==> src/design/yuvrgb_pkg.sv <==
// shared types and constants for the 4:2:0 block to rgb converter
`default_nettype none
package yuvrgb_pkg;

	localparam int PIX_W  = 8;
	localparam int TERM_W = 18;
	localparam int SUM_W  = 20;
	localparam int LANES  = 4;

	localparam logic signed [TERM_W-1:0] K_Y  = TERM_W'(298);
	localparam logic signed [TERM_W-1:0] K_RV = TERM_W'(409);
	localparam logic signed [TERM_W-1:0] K_GU = TERM_W'(100);
	localparam logic signed [TERM_W-1:0] K_GV = TERM_W'(208);
	localparam logic signed [TERM_W-1:0] K_BU = TERM_W'(516);
	localparam logic signed [8:0]        Y_OFFSET = 9'sd16;
	localparam logic signed [8:0]        C_OFFSET = 9'sd128;
	localparam logic signed [SUM_W-1:0]  ROUND    = SUM_W'(128);

	localparam logic ORDER_UV = 1'b0;
	localparam logic ORDER_VU = 1'b1;

	typedef struct packed {
		logic [PIX_W-1:0] luma_top_left;
		logic [PIX_W-1:0] luma_top_right;
		logic [PIX_W-1:0] luma_bottom_left;
		logic [PIX_W-1:0] luma_bottom_right;
		logic [PIX_W-1:0] chroma_first;
		logic [PIX_W-1:0] chroma_second;
	} in_t;

	typedef struct packed {
		logic [PIX_W-1:0] red_top_left;
		logic [PIX_W-1:0] green_top_left;
		logic [PIX_W-1:0] blue_top_left;
		logic [PIX_W-1:0] red_top_right;
		logic [PIX_W-1:0] green_top_right;
		logic [PIX_W-1:0] blue_top_right;
		logic [PIX_W-1:0] red_bottom_left;
		logic [PIX_W-1:0] green_bottom_left;
		logic [PIX_W-1:0] blue_bottom_left;
		logic [PIX_W-1:0] red_bottom_right;
		logic [PIX_W-1:0] green_bottom_right;
		logic [PIX_W-1:0] blue_bottom_right;
	} out_t;

	// chroma contributions shared by all four lanes
	typedef struct packed {
		logic signed [TERM_W-1:0] red;
		logic signed [TERM_W-1:0] green;
		logic signed [TERM_W-1:0] blue;
	} chroma_terms_t;

	typedef struct packed {
		logic [PIX_W-1:0] red;
		logic [PIX_W-1:0] green;
		logic [PIX_W-1:0] blue;
	} pix_t;

endpackage
`default_nettype wire

==> src/design/yuvrgb_chroma.sv <==
// shared chroma stage: order swap, offset removal and constant products
`default_nettype none
module yuvrgb_chroma (
	input  wire logic                          clk,
	input  wire logic                          en,
	input  wire logic                          order,
	input  wire logic [yuvrgb_pkg::PIX_W-1:0]  chroma_first,
	input  wire logic [yuvrgb_pkg::PIX_W-1:0]  chroma_second,
	output yuvrgb_pkg::chroma_terms_t          terms_s1
);

	logic [yuvrgb_pkg::PIX_W-1:0]        u;
	logic [yuvrgb_pkg::PIX_W-1:0]        v;
	logic signed [8:0]                   d;
	logic signed [8:0]                   e;
	logic signed [yuvrgb_pkg::TERM_W-1:0] d_ext;
	logic signed [yuvrgb_pkg::TERM_W-1:0] e_ext;
	yuvrgb_pkg::chroma_terms_t           terms;

	always_comb begin
		u = (order == yuvrgb_pkg::ORDER_VU) ? chroma_second : chroma_first;
		v = (order == yuvrgb_pkg::ORDER_VU) ? chroma_first : chroma_second;
		d = $signed({1'b0, u}) - yuvrgb_pkg::C_OFFSET;
		e = $signed({1'b0, v}) - yuvrgb_pkg::C_OFFSET;
		d_ext = yuvrgb_pkg::TERM_W'(d);
		e_ext = yuvrgb_pkg::TERM_W'(e);
		terms.red   = e_ext * yuvrgb_pkg::K_RV;
		terms.green = -(d_ext * yuvrgb_pkg::K_GU) - (e_ext * yuvrgb_pkg::K_GV);
		terms.blue  = d_ext * yuvrgb_pkg::K_BU;
	end

	always_ff @(posedge clk) begin
		if (en) begin
			terms_s1 <= terms;
		end
	end

endmodule
`default_nettype wire

==> src/design/yuvrgb_lane.sv <==
// one pixel lane: luma product, chroma sums, round, shift and clamp
`default_nettype none
module yuvrgb_lane (
	input  wire logic                          clk,
	input  wire logic                          en_s1,
	input  wire logic                          en_s2,
	input  wire logic [yuvrgb_pkg::PIX_W-1:0]  luma,
	input  wire yuvrgb_pkg::chroma_terms_t     terms_s1,
	output yuvrgb_pkg::pix_t                   pix_s2
);

	logic signed [8:0]                    c;
	logic signed [yuvrgb_pkg::TERM_W-1:0] y_prod;
	logic signed [yuvrgb_pkg::TERM_W-1:0] y_prod_s1;
	yuvrgb_pkg::pix_t                     pix;

	function automatic logic [yuvrgb_pkg::PIX_W-1:0] clamp(
		input logic signed [yuvrgb_pkg::TERM_W-1:0] yp,
		input logic signed [yuvrgb_pkg::TERM_W-1:0] term
	);
		logic signed [yuvrgb_pkg::SUM_W-1:0] sum;
		sum = yuvrgb_pkg::SUM_W'(yp) + yuvrgb_pkg::SUM_W'(term) + yuvrgb_pkg::ROUND;
		if (sum[yuvrgb_pkg::SUM_W-1]) begin
			clamp = '0;
		end else if (|sum[yuvrgb_pkg::SUM_W-2:yuvrgb_pkg::PIX_W+8]) begin
			clamp = '1;
		end else begin
			clamp = sum[yuvrgb_pkg::PIX_W+7:8];
		end
	endfunction

	always_comb begin
		c = $signed({1'b0, luma}) - yuvrgb_pkg::Y_OFFSET;
		y_prod = yuvrgb_pkg::TERM_W'(c) * yuvrgb_pkg::K_Y;
		pix.red   = clamp(y_prod_s1, terms_s1.red);
		pix.green = clamp(y_prod_s1, terms_s1.green);
		pix.blue  = clamp(y_prod_s1, terms_s1.blue);
	end

	always_ff @(posedge clk) begin
		if (en_s1) begin
			y_prod_s1 <= y_prod;
		end
		if (en_s2) begin
			pix_s2 <= pix;
		end
	end

endmodule
`default_nettype wire

==> src/design/yuv420_block_to_rgb_unit.sv <==
// top level: 4:2:0 2x2 block to twelve rgb bytes, four pixel lanes
// an accepted item is registered in stage one and then in stage two, where result valid rises
// throughput: one item per cycle while out_ready does not stall the output, set by the two-stage lane pipeline
// up to two items are held while out_ready is low, then in_ready drops
// arst_n clears the stage valids and the chroma order (u first); data regs are not reset
`default_nettype none
module yuv420_block_to_rgb_unit (
	input  wire logic       clk,
	input  wire logic       arst_n,
	input  wire logic       in_valid,
	output logic            in_ready,
	input  wire yuvrgb_pkg::in_t in_data,
	output logic            out_valid,
	input  wire logic       out_ready,
	output yuvrgb_pkg::out_t out_data,
	input  wire logic       cfg_valid,
	output logic            cfg_ready,
	input  wire logic       cfg_data
);

	// chroma byte order register
	logic order_q;
	// stage valids
	logic v_s1;
	logic v_s2;
	// stage advance enables
	logic ready_s1;
	logic ready_s2;

	logic [yuvrgb_pkg::LANES-1:0][yuvrgb_pkg::PIX_W-1:0] luma;
	yuvrgb_pkg::chroma_terms_t terms_s1;
	yuvrgb_pkg::pix_t [yuvrgb_pkg::LANES-1:0] pix_s2;

	// config is to be written only while idle; the block does not enforce this, so it is always ready
	assign cfg_ready = 1'b1;

	always_ff @(posedge clk or negedge arst_n) begin
		if (!arst_n) begin
			order_q <= yuvrgb_pkg::ORDER_UV;
		end else if (cfg_valid && cfg_ready) begin
			order_q <= cfg_data;
		end
	end

	// each stage moves when it is empty or its successor moves
	assign ready_s2 = !v_s2 || out_ready;
	assign ready_s1 = !v_s1 || ready_s2;
	assign in_ready = ready_s1;

	always_ff @(posedge clk or negedge arst_n) begin
		if (!arst_n) begin
			v_s1 <= 1'b0;
			v_s2 <= 1'b0;
		end else begin
			if (ready_s1) begin
				v_s1 <= in_valid;
			end
			if (ready_s2) begin
				v_s2 <= v_s1;
			end
		end
	end

	// lane order follows the result field order
	assign luma[0] = in_data.luma_top_left;
	assign luma[1] = in_data.luma_top_right;
	assign luma[2] = in_data.luma_bottom_left;
	assign luma[3] = in_data.luma_bottom_right;

	// chroma terms computed once, shared by every lane
	yuvrgb_chroma u_chroma (
		.clk           (clk),
		.en            (ready_s1),
		.order         (order_q),
		.chroma_first  (in_data.chroma_first),
		.chroma_second (in_data.chroma_second),
		.terms_s1      (terms_s1)
	);

	for (genvar k = 0; k < yuvrgb_pkg::LANES; k++) begin : g_lane
		yuvrgb_lane u_lane (
			.clk      (clk),
			.en_s1    (ready_s1),
			.en_s2    (ready_s2),
			.luma     (luma[k]),
			.terms_s1 (terms_s1),
			.pix_s2   (pix_s2[k])
		);
	end

	// merge the four lane results into one result item
	assign out_valid = v_s2;
	always_comb begin
		out_data.red_top_left       = pix_s2[0].red;
		out_data.green_top_left     = pix_s2[0].green;
		out_data.blue_top_left      = pix_s2[0].blue;
		out_data.red_top_right      = pix_s2[1].red;
		out_data.green_top_right    = pix_s2[1].green;
		out_data.blue_top_right     = pix_s2[1].blue;
		out_data.red_bottom_left    = pix_s2[2].red;
		out_data.green_bottom_left  = pix_s2[2].green;
		out_data.blue_bottom_left   = pix_s2[2].blue;
		out_data.red_bottom_right   = pix_s2[3].red;
		out_data.green_bottom_right = pix_s2[3].green;
		out_data.blue_bottom_right  = pix_s2[3].blue;
	end

endmodule
`default_nettype wire

==> config.mk <==
export PLATFORM = sky130hd
export DESIGN_NAME = yuv420_block_to_rgb_unit
export DESIGN_NICKNAME = d
export VERILOG_FILES = /design/src/design/yuvrgb_pkg.sv /design/src/design/yuvrgb_chroma.sv /design/src/design/yuvrgb_lane.sv /design/src/design/yuv420_block_to_rgb_unit.sv
export SDC_FILE = /design/constraint.sdc
export NUM_CORES = 1
export LEC_CHECK = 0
export BUFFER_PORTS_ARGS = -buffer_cell sky130_fd_sc_hd__buf_2
export CAP_MARGIN = 40
export CORE_MARGIN = 4
export CORE_UTILIZATION = 58
export DETAILED_ROUTE_END_ITERATION = 7
export MAX_ROUTING_LAYER = met4
export PLACE_DENSITY = 0.9
export REMOVE_ABC_BUFFERS = 1
export SYNTH_ARGS = -nofsm -noshare
export SYNTH_HDL_FRONTEND = slang
export SYNTH_SLANG_ARGS = --single-unit
==> constraint.sdc <==
create_clock -name clk -period 6 [get_ports clk]
set_input_delay 1.2 -clock clk [delete_from_list [all_inputs] [get_ports clk]]
set_output_delay 1.2 -clock clk [all_outputs]
set_load 0.02 [all_outputs]
### Word-level counts from Yosys, hierarchy flattened

Cells that the tools add are included.
W data, S select, Z words.

| storage, ports and cells | value |
|---|---|
| flip-flop bits (word level) | 219 |
| bits of input ports | 54 |
| output and inout bits | 99 |

| operators by class | value |
|---|---|
| add/sub/neg operators | 32 |
| multiply operators | 8 |
| multiplexer cells | 14 |
| reduce and logical (&&, ||, !) cells | 16 |

Operators with widths:

| operator | number |
|---|---|
| $add A20 B9 Y20 const B | 12 |
| $add A18 B18 Y19 | 12 |
| $mux W8 | 14 |
| $mul A9 B9 Y17 const B | 4 |
| $reduce_or A3 Y1 | 12 |
| $sub A8 B5 Y9 const B | 4 |
| $mul A9 B10 Y18 const B | 1 |
| $neg A18 Y18 | 1 |
| $sub A18 B18 Y18 | 1 |
| $sub A8 B8 Y9 const B | 2 |
| $mul A9 B9 Y16 const B | 1 |
| $mul A9 B6 Y15 const B | 1 |
| $mul A9 B5 Y14 const B | 1 |
| $logic_not A1 Y1 | 2 |
| $logic_or A1 B1 Y1 | 2 |

### Logic depth before layout (Yosys ltp)

| logic depth | value |
|---|---|
| word-level depth | 5 |
| mapped depth | 24 |
| gate-level depth less buffers | 23 |

### Cells and area by module

Synthesis repeated with hierarchy kept, for this count alone.

| second synthesis, totals | value |
|---|---|
| cells, all modules | 2,639 |
| area, all modules | 26,461.6 µm² |

By module, submodules not included:

| module | instances | cells an instance | area an instance (µm²) |
|---|---|---|---|
| yuvrgb_chroma | 1 | 514 | 5,561.6 |
| yuvrgb_lane (g_lane[2].u_lane) | 1 | 551 | 5,245.0 |
| yuvrgb_lane (g_lane[1].u_lane) | 1 | 518 | 5,236.3 |
| yuvrgb_lane (g_lane[0].u_lane) | 1 | 527 | 5,154.9 |
| yuvrgb_lane (g_lane[3].u_lane) | 1 | 518 | 5,127.4 |
| yuv420_block_to_rgb_unit | 1 | 11 | 136.4 |

### Worst setup path after synthesis

Ideal clock, no wire load.

| path | value |
|---|---|
| path type | input port to flip-flop |
| start | in in_data[44] (netlist bit) |
| end | reg g_lane[0].u_lane.y_prod_s1[16] (netlist bit) (data pin) |
| arrival time | 5.785 ns |
| slack | -0.043 ns |
| stages | 20 |
| cell sequence | inv_1 > ha_1 > nor3b_1 > ha_1 > ha_1 > inv_1 > fa_1 > fa_1 > inv_1 > ha_1 > inv_1 > o21ai_0 > and2_1 > o21ai_0 > nand2b_1 > a21o_1 > a21o_1 > a21o_1 > a21oi_1 > xnor2_1 |

| on the way | value |
|---|---|
| longest elaborated chain between the ends | 2 |

RTL lines:

| element | RTL line | text |
|---|---|---|
| start: declaration | yuv420_block_to_rgb_unit.sv:12 | `input wire yuvrgb_pkg::in_t in_data,` |
| $sub A8 B5 Y9 | yuvrgb_lane.sv:33 | `c = $signed({1'b0, luma}) - yuvrgb_pkg::Y_OFFSET;` |
| $mul A9 B9 Y17 | yuvrgb_lane.sv:34 | `y_prod = yuvrgb_pkg::TERM_W'(c) * yuvrgb_pkg::K_Y;` |
| net g_lane[0].u_lane.y_prod, one bit | yuvrgb_lane.sv:13 | `logic signed [yuvrgb_pkg::TERM_W-1:0] y_prod;` |
| end signal: assignment | yuvrgb_lane.sv:42 | `y_prod_s1 <= y_prod;` |
| end: declaration | yuvrgb_lane.sv:14 | `logic signed [yuvrgb_pkg::TERM_W-1:0] y_prod_s1;` |

The timed path passes the listed nets, and every way through them passes these cells.
A chain may end at the register's enable or synchronous reset.

==> flow_summary.toml <==
[cells_and_area]
final_util_pct = 64.2
layout.nets = 3559
n_antenna_cell = 0
drive_gt1_share_pct = 9.44
area_growth_pct = 9.15

[sta]
min_period_ps = 5470
max-slew-margin-rel_pct = 46.5
period_share_pct = 91.2
drv_slew = 0
setup_viol = 0
rsz0062_at_grt = "no"
skew_ps = 19.7
worst_slew_pin_slew_ps = 795
hold_viol_final = 0
fmax_mhz = 183

[setup_path]
start_kind = "input pin"
cp-end-kind = "flip-flop"
cp_data_required_time_ps = 6300
path_class = "input pin to flip-flop"
cp_max_fo = 4
arrival_ps = 5770
r2r_cells = 20

[cts]
cts_buffer_depth = 3
cts_buffers = 25
cts_sinks = 215
cts_setup_buffers = 0
clock_latency_ps = 560
h-tree-depth = 1
cts_tree = "built"
root_buffer = "clkbuf_16"
cts-resized-gates = 0
ctsHoldBuffers = 0
cts.clk_slew.worst_paths_ps = 50

[floorplanning]
coreArea_sq_um = 44300
rows = 77
die_y_um = 220
die_w_um = 220
initial_core_util_pct = 58.8
ios = 153
dieArea_sq_um = 48400

[global_route]
grt_pass1_vias = 20100
grt_use_total_pct = 27.0
antenna_found_initial = 0
grt_pass1_wl_mm = 102
grt_max_degree = 59
grt.overflow.total = 0

[placed_design]
routabilityCongestion = 0.988
dp_hpwl_mm = 52.3
port_buffers = 151

[synth]
synthMuxAreaShare_pct = 1.57
synth_enable_flop_cells = 212
ys_async_sr_fraction_pct = 1.40
syn_area_per_cell_sq_um = 9.47
ys.flop_type = "edfxtp_1"
yosys.area.top_type = "edfxtp_1"
synthesis.area_sq_um = 26100
ys_types = 91
yosysTopAreaCellShare_pct = 24.4
seq_area_frac_synth_pct = 24.7
synthTopCellsByCount = "ha_1 (507), inv_1 (319), a21oi_1 (223), edfxtp_1 (212), xnor2_1 (210)"
ys_seq_elements = 215
yosysMostFrequentCell = "ha_1"
post_synth_fa_ha_maj_area_fraction_pct = 29.8
yosys-top-cells-area = "edfxtp_1 (24%), ha_1 (24%), xnor2_1 (7.1%)"
yosys_warnings = 0
synth_cells = 2753
synth_compound_area_share_pct = 15.7
synth_top_family_by_area = "adder cells"
yosys.area_share.simple_pct = 12.2
synth_xor_area_share_pct = 11.0

[min_path]
hold_class = "input pin to async pin"

[detailed_routing]
wirelength_mm = 64.5
wl_per_cell_um = 18.2
drtIter0Drc = 1548
drt_first_pass_iters = 5
ant_nets = 0
drc = 0
viasPerCell = 5.96
vias = 21100

[run]
maxCapViolCount = 0

[outcome]
status = "finished, final reports clean"
-- cell type report --
type                            count  area (sq um)
Tap cell                          592           741
Timing Repair Buffer              177           971
Multi-Input combinational cell   2189         18300
Inverter                          320          1200
Sequential cell                   215          6440
Fill cell                        3467         15900
Clock inverter                     13           138
Clock buffer                       30           644
-- layout by cell type, fill, tap and decap left out, types with 26 or more instances in the layout --
cell type	Yosys	routed
edfxtp_1	212	212
xnor2_1	210	210
nor3_1	58	58
xor2_1	112	112
o21ai_0	100	100
and3_1	28	28
ha_1	507	507
nand2_1	118	118
nand3_1	43	43
a21o_1	78	78
inv_1	319	319
nand2b_1	38	37
a21oi_1	223	223
fa_1	70	70
o21bai_1	26	26
nor2_1	149	149
nor2b_1	32	32
buf_2	0	151
-- through the flow --
step                hold slack (ps)  instance area [sq um]  setup TNS, ps  worst slack (ps)  std cells
floorplan                       435                  25900           -105             -42.8       2724
global placement                453                  27600              0              94.7       3492
detailed placement              461                  27700          -3.42             -3.42       3493
CTS                             417                  28500              0               549       3536
global route                    429                  28500              0               236       3536
finish                          435                  28500              0               529       3536
-- worst max-delay path, cell delays in order --
cell	delay, ps
buf_2	100
mux2_2	330
ha_1	340
ha_1	280
inv_1	50
fa_1	480
fa_1	520
inv_1	50
ha_1	330
ha_1	300
a21o_1	180
a21oi_1	240
o21bai_1	90
a21oi_1	250
o21bai_1	90
a21oi_1	210
nor2b_1	80
o21a_1	190
o41a_1	320
xnor2_1	140
-- final timing paths --
kind / startpoint / slack [ps] / endpoint
worst max-delay path: in_data[12] / 530 / u_chroma.terms_s1[53]
worst min-delay path: arst_n / 430 / order_q
worst max register to register: order_q / 680 / u_chroma.terms_s1[53]
worst min register to register: v_s1 / 480 / out_valid
max in group asynchronous: arst_n / 5460 / v_s1
min in group clk: v_s1 / 480 / out_valid
-- registers in the layout, summed over array words and instances, names as in the netlist --
register / flops
u_chroma.terms_s1: 48
v_s1: 1
out_valid: 1
order_q: 1
g_lane.u_lane.y_prod_s1: 68
g_lane.u_lane.pix_s2: 96
-- per-layer routing --
layer	share of wire, %	up-vias	track usage [%]	wire [um]
met1	43	9824	36.7	27800
met4	4.7	0	11.3	3060
met2	44	791	41.5	28200
met5	0	-	-	0
li1	-	10300	-	-
met3	8.4	165	2.87	5390
-- cell families after synthesis --
group | after synthesis
compound gates | 634
simple gates | 612
fa+ha+maj | 579
buf+inv | 349
xor+xnor | 324
flops | 215
mux | 39
other cells | 1
Power is left out: the tool's default activity adds up to more than one toggle a clock period on the data nets, which glitch-free logic cannot reach.
